`config.mk`:
```
export PLATFORM = sky130hd
export DESIGN_NAME = sms_cell
export DESIGN_NICKNAME = d
export VERILOG_FILES = /design/src/sv/scanned_mass_spring_oscillator_macros.svh /design/src/sv/sms_pkg.sv /design/src/sv/sms_cell.sv
export SDC_FILE = /design/constraint.sdc
export NUM_CORES = 1
export LEC_CHECK = 0
export ABC_AREA = 1
export BUFFER_PORTS_ARGS = -buffer_cell sky130_fd_sc_hd__buf_2
export CAP_MARGIN = 20
export CORE_MARGIN = 3
export CORE_UTILIZATION = 40
export CTS_CLUSTER_DIAMETER = 50
export DETAILED_ROUTE_END_ITERATION = 8
export GPL_TIMING_DRIVEN = 1
export PLACE_DENSITY = 0.91
export SLEW_MARGIN = 5
export SYNTH_ARGS = -nofsm -noshare
export SYNTH_HDL_FRONTEND = slang
export SYNTH_SLANG_ARGS = --single-unit
```
`constraint.sdc`:
```
create_clock -name clk -period 1 [get_ports clk]
set_clock_uncertainty 0.15 [all_clocks]
set_input_delay 0.1 -clock clk [delete_from_list [all_inputs] [get_ports clk]]
set_output_delay 0.1 -clock clk [all_outputs]
set_load 0.01 [all_outputs]
```
`src/sv/scanned_mass_spring_oscillator_macros.svh`:
```
// ----------------------------------------------------------------------------
// Scanned mass-spring oscillator assertion macros
// Shared shorthands for the concurrent checks of the oscillator block.
// ----------------------------------------------------------------------------
`ifndef SCANNED_MASS_SPRING_OSCILLATOR_MACROS_SVH
`define SCANNED_MASS_SPRING_OSCILLATOR_MACROS_SVH

// Same-cycle implication, checked outside reset.
`define SMS_ASSERT_IMPL(label, clk, rst, ante, cons, msg) \
  label: assert property (@(posedge clk) disable iff (rst) (ante) |-> (cons)) \
    else $error(msg);

// Next-cycle implication, checked outside reset.
`define SMS_ASSERT_NEXT(label, clk, rst, ante, cons, msg) \
  label: assert property (@(posedge clk) disable iff (rst) (ante) |=> (cons)) \
    else $error(msg);

`endif

```
`src/sv/sms_pkg.sv`:
```
// ----------------------------------------------------------------------------
// Scanned mass-spring oscillator package
// Shared types, codes and constant functions of the oscillator block.
// ----------------------------------------------------------------------------
package sms_pkg;

  localparam int NUM_MASSES_DEF = 128;
  localparam int MAX_BURST_DEF  = 64;

  // Input operation codes.
  localparam logic [1:0] OP_GEN   = 2'd0;
  localparam logic [1:0] OP_STEP  = 2'd1;
  localparam logic [1:0] OP_PLUCK = 2'd2;
  localparam logic [1:0] OP_EXC   = 2'd3;

  // Register indexes.
  localparam logic [2:0] REG_STEP  = 3'd0;
  localparam logic [2:0] REG_INV   = 3'd1;
  localparam logic [2:0] REG_DAMP  = 3'd2;
  localparam logic [2:0] REG_CENT  = 3'd3;
  localparam logic [2:0] REG_STIFF = 3'd4;
  localparam logic [2:0] REG_PINC  = 3'd5;

  // Work kinds carried down the head pipeline.
  localparam logic [2:0] K_VP    = 3'd0;
  localparam logic [2:0] K_ACC   = 3'd1;
  localparam logic [2:0] K_PLUCK = 3'd2;
  localparam logic [2:0] K_EXC   = 3'd3;
  localparam logic [2:0] K_GEN   = 3'd4;

  typedef struct packed {
    logic signed [23:0] p;
    logic signed [23:0] v;
    logic signed [23:0] a;
  } mass_t;

  typedef struct packed {
    logic  en;
    logic  wp;
    logic  wv;
    logic  wa;
    mass_t m;
  } wr_t;

  typedef struct packed {
    logic        valid;
    logic [11:0] sample;
  } gen_t;

  typedef struct packed {
    logic [15:0] step;
    logic [23:0] inv;
    logic [23:0] damp;
    logic [23:0] cent;
    logic [23:0] stiff;
    logic [23:0] pinc;
  } cfg_t;

  localparam wr_t NO_WR = '0;

  localparam longint SIN_PI   = 843314857;
  localparam longint SIN_HALF = 421657428;
  localparam longint SIN_ONE  = 268435456;

  function automatic logic signed [23:0] sat24(input logic signed [63:0] x);
    logic signed [23:0] r;
    if (x > 64'sd8388607) begin
      r = 24'sh7fffff;
    end else if (x < -64'sd8388608) begin
      r = 24'sh800000;
    end else begin
      r = x[23:0];
    end
    return r;
  endfunction

  // Fixed-point sine by a folded Taylor series, Q4.28 angle in, Q1.14 out.
  function automatic logic signed [15:0] rom_sine(input longint x_in);
    longint x;
    longint x2;
    longint t;
    longint s;
    logic   neg;
    x = x_in;
    neg = 1'b0;
    if (x > SIN_PI) begin
      x = x - SIN_PI;
      neg = 1'b1;
    end
    if (x > SIN_HALF) begin
      x = SIN_PI - x;
    end
    if (x < 0) begin
      x = 0;
    end
    x2 = (x * x) >>> 28;
    t = SIN_ONE - x2 / 72;
    t = SIN_ONE - ((x2 * t) >>> 28) / 42;
    t = SIN_ONE - ((x2 * t) >>> 28) / 20;
    t = SIN_ONE - ((x2 * t) >>> 28) / 6;
    s = (x * t) >>> 28;
    s = (s + 8192) >>> 14;
    if (s > 16384) begin
      s = 16384;
    end
    return neg ? 16'(-s) : 16'(s);
  endfunction

endpackage

```
`src/sv/sms_cell.sv`:
```
// ----------------------------------------------------------------------------
// Oscillator mass cell
// Holds one mass of the ring and takes its neighbor's mass every cycle.
// ----------------------------------------------------------------------------
module sms_cell (
  input  logic          clk,
  input  logic          rst,
  input  sms_pkg::mass_t nbr,
  input  sms_pkg::wr_t   wr,
  output sms_pkg::mass_t q
);

  sms_pkg::mass_t q_next;

  always_comb begin
    q_next = nbr;
    if (wr.en) begin
      if (wr.wp) begin
        q_next.p = wr.m.p;
      end
      if (wr.wv) begin
        q_next.v = wr.m.v;
      end
      if (wr.wa) begin
        q_next.a = wr.m.a;
      end
    end
  end

  always_ff @(posedge clk) begin
    if (rst) begin
      q <= '0;
    end else begin
      q <= q_next;
    end
  end

endmodule

```
Word level (Yosys, flattened, before mapping)
Cells that the tools add are included.

Word-level logic and storage cells: 7. Latch bits: 0. Memories: 0. Bits of input ports: 150. Bits in registers: 72. Memory bits (writable): 0. Memory bits (read-only): 0.

Bitwise operators: 0. $lt $le $gt $ge: 0. Eq/ne operators: 0. Div/mod/pow operators: 0. Shift-type cells: 0. Mux-type cells: 4. Add/sub/neg operators: 0. Multipliers: 0. Reduce and logical (&&, ||, !) cells: 0.

Operator list (count): $mux 24 (3); $mux 72 (1).

Depth between registers and ports, before layout
Depth after elaboration: 2. Gate-level depth with buffers: 5. Mapped depth without buffers: 4.

Worst setup path before layout
Ideal clock, no wire load.

Path kind: input port to flip-flop. Start point: input wr[72] (netlist bit). End point: register q[10] (netlist bit). Path buffers: 2. Slack: 0.178 ns. Arrival: 0.559 ns. Stages on the path: 5. Path through: nand2_1 buf_4 buf_6 nor2_1 nor2_1.

Longest elaborated chain between the ends: 2.

Ends and longest elaborated chain: start: declaration (line sms_cell.sv:9) `input sms_pkg::wr_t wr,`; $mux 24 (line sms_cell.sv:24) `if (wr.wa) begin`; $mux 72 (line sms_cell.sv:17) `if (wr.en) begin`; end signal: assignment (line sms_cell.sv:34) `q <= q_next;`; end: declaration (line sms_cell.sv:10) `output sms_pkg::mass_t q`.

No other way between the ends. A chain may end at the register's enable or synchronous reset.

Final worst setup path
Start point: register q[51] (netlist bit). End point: output q[51] (netlist bit).

No word-level cell between the ends.

==> impl_metrics.tcl <==
set metrics [dict create \
    synth_fa_ha_area_frac 0 \
    crit_family "flip-flops" \
    p_int_uw 5395 \
    syn_area_um2 2958 \
    worstMarginPinSlew_ns 0.2440 \
    vias 4580 \
    postRouteAntennaNets 0 \
    max_slew_margin 0.8367 \
    power_frac_comb 0.261 \
    fill_cells 307 \
    cellPowerDensity_nw_per_um2 1208 \
    via_per_inst 4.973 \
    synth_mux_area_frac 0 \
    worstSetupPathType "reg -> out" \
    synthCells 458 \
    drt_iter0_markers 253 \
    cts_tree "done" \
    setup-violations-final 77 \
    clock-root-buffer "clkbuf_8" \
    nets 967 \
    slowest_stage "dfxtp_2" \
    cts_max_path_buffers 2 \
    synth_xor_xnor_area_share 0 \
    start_kind "register" \
    fp.dieH_um 91.99 \
    register_area_um2 1511 \
    synth_top_family_by_area "simple AND/OR/NAND/NOR gates" \
    setup_ws_ns -0.05852 \
    gr-usage-met1 0.3256 \
    drive_gt1_frac 0.3698 \
    grtUsageTotal 0.3410 \
    io_pins 222 \
    cts_made_buffers 9 \
    grt_busiest_layer "met2" \
    drc 0 \
    multiInputGateArea_um2 1100 \
    largest_register_ffs 72 \
    synth-compound-area-share 0 \
    worstSetupEndpointType "primary output" \
    status "finished with violations" \
    use_met2 0.5809 \
    hold_slack_ns 0.1100 \
    firstDrtPassIters 5 \
    htree_levels 3 \
    hold_class "in -> reg" \
    regMostFlops "q" \
    p_sw_uw 2109 \
    core_area_um2 6982 \
    switching_share 0.2810 \
    cp.buffers_inverters 1 \
    seqPwrFrac 0.429 \
    cp_max_fo 1 \
    route.detailed.wl_per_inst_um 18.39 \
    die-area_um2 8462 \
    io_buffers 221 \
    max_freq_mhz 944.7 \
    grt_remaining_overflow 0 \
    leakage_uw 0.003552 \
    ys_ff_latch 72 \
    dp_hpwl_um 6810 \
    antenna_found_initial 2 \
    routed_wl_um 16940 \
    drv_slew 0 \
    drv_cap 0 \
    synth.distinct_cells 9 \
    worstPathArrival_ns 0.81 \
    place_ws_ns -0.08368 \
    grt_max_degree 49 \
    grt_pass1_vias 4718 \
    rows 30 \
    gp_congestion 0.7671 \
    syn_nets 608 \
    finalCritPeriodShare 1.059 \
    grt_use_met3 0.1083 \
    syn_to_final_growth_pct 110.0 \
    worstPathRequired_ns 0.75 \
    power_frac_clock 0.310 \
    grt_pass1_wl_um 22580 \
    synthSimpleGateAreaFrac 0.3693 \
    rsz0062_at_grt "true" \
    yosys_warnings 0 \
    reg_top3 "q x72" \
    peakVddDrop_v 0.001129 \
    fin_crit_ns 1.059 \
    die_w_um 91.99 \
    crit_chain "buf_6" \
    syn_avg_cell_area_um2 6.458 \
    cts.sinks 72 \
    start_util 0.4237 \
    postCtsSetupBuffers 0 \
    critPathMaxStageDelay_ns 0.37 \
    clk_pin_slew_ns 0.08 \
    finalHoldViolations 0 \
    synth_seq_area_share 0.4873 \
    violations "negative setup slack" \
]
[layout by cell type, fill, tap and decap left out, drive strengths merged]
cell	instances
buf	226
bufinv	1
clkbuf	10
clkinv	5
dfxtp	72
diode	3
dlygate4sd3	142
dlymetal6s4s	2
inv	73
nand2	147
nor2	144
[final cells by class]
type,count,share of cell area
antenna,3,0.001208
clock buffer,10,0.02216
clock inverter,6,0.009466
tap,96,0.01934
timing repair buffer,370,0.4834
inverter,73,0.04411
sequential,72,0.2433
multi-input combinational,291,0.1770
[kinds of logic (layout without fill, tap and decap cells)]
group                  count (synthesis)  count (layout)
AND/OR/NAND/NOR                      291             291
buffers and inverters                 95             459
other                                  0               3
flip-flops                            72              72
[worst min-delay path: stages]
cell and delay, ns:
buf_2 0.09, inv_2 0.07, buf_12 0.18, nand2_1 0.08
nor2_1 0.04
[power groups by stage]
stage | combinational [µW] | sequential (µW) | clock [µW]
2_1_floorplan | 449 | 3300 | 0
3_3_place_gp | 1100 | 3180 | 0
3_5_place_dp | 1140 | 3190 | 0
4_1_cts | 1650 | 3160 | 2310
5_1_grt | 2070 | 3240 | 2450
6_report | 1960 | 3220 | 2320
[per-stage QoR]
stage / util / total power [µW] / setup TNS [ns] / area (µm²) / instances
2_1_floorplan: - / 3747 / 0 / 2958 / 458
3_3_place_gp: 0.5921 / 4284 / -0.7062 / 4134 / 758
3_5_place_dp: 0.5921 / 4331 / -1.220 / 4134 / 758
4_1_cts: 0.8514 / 7112 / -1.561 / 5944 / 918
5_1_grt: 0.8894 / 7761 / -3.530 / 6210 / 920
6_report: 0.8898 / 7504 / -1.802 / 6212 / 921
[repair_timing]
| action | CTS | global route |
|---|---|---|
| hold buffers | 144 | 0 |
| pin swaps | 0 | 1 |
| hold endpoints to repair | 72 | 0 |
| endpoints found under the setup margin | 72 | 76 |
| resized for setup | 46 | 75 |
[layer usage]
| metal | vias to the layer above | wire, µm |
|---|---|---|
| li1 | 2005 | - |
| met1 | 2011 | 5463 |
| met2 | 412 | 7937 |
| met3 | 152 | 1933 |
| met4 | 0 | 1602 |
| met5 | - | 0 |
[cells in the mapped netlist]
library cell  number  share of area
buf_2              9          0.015
buf_4              3         0.0076
buf_6              6          0.023
clkbuf_1           4         0.0051
dfxtp_1           72           0.49
inv_1             72          0.091
inv_2              1         0.0013
nand2_1          147           0.19
nor2_1           144           0.18
[worst paths after layout]
kind	startpoint	to	depth (start not counted)
max	q[51]$_SDFF_PP0_	q[51]	1
min	rst	q[46]$_SDFF_PP0_	5
Power figures use the tool's default switching activity.
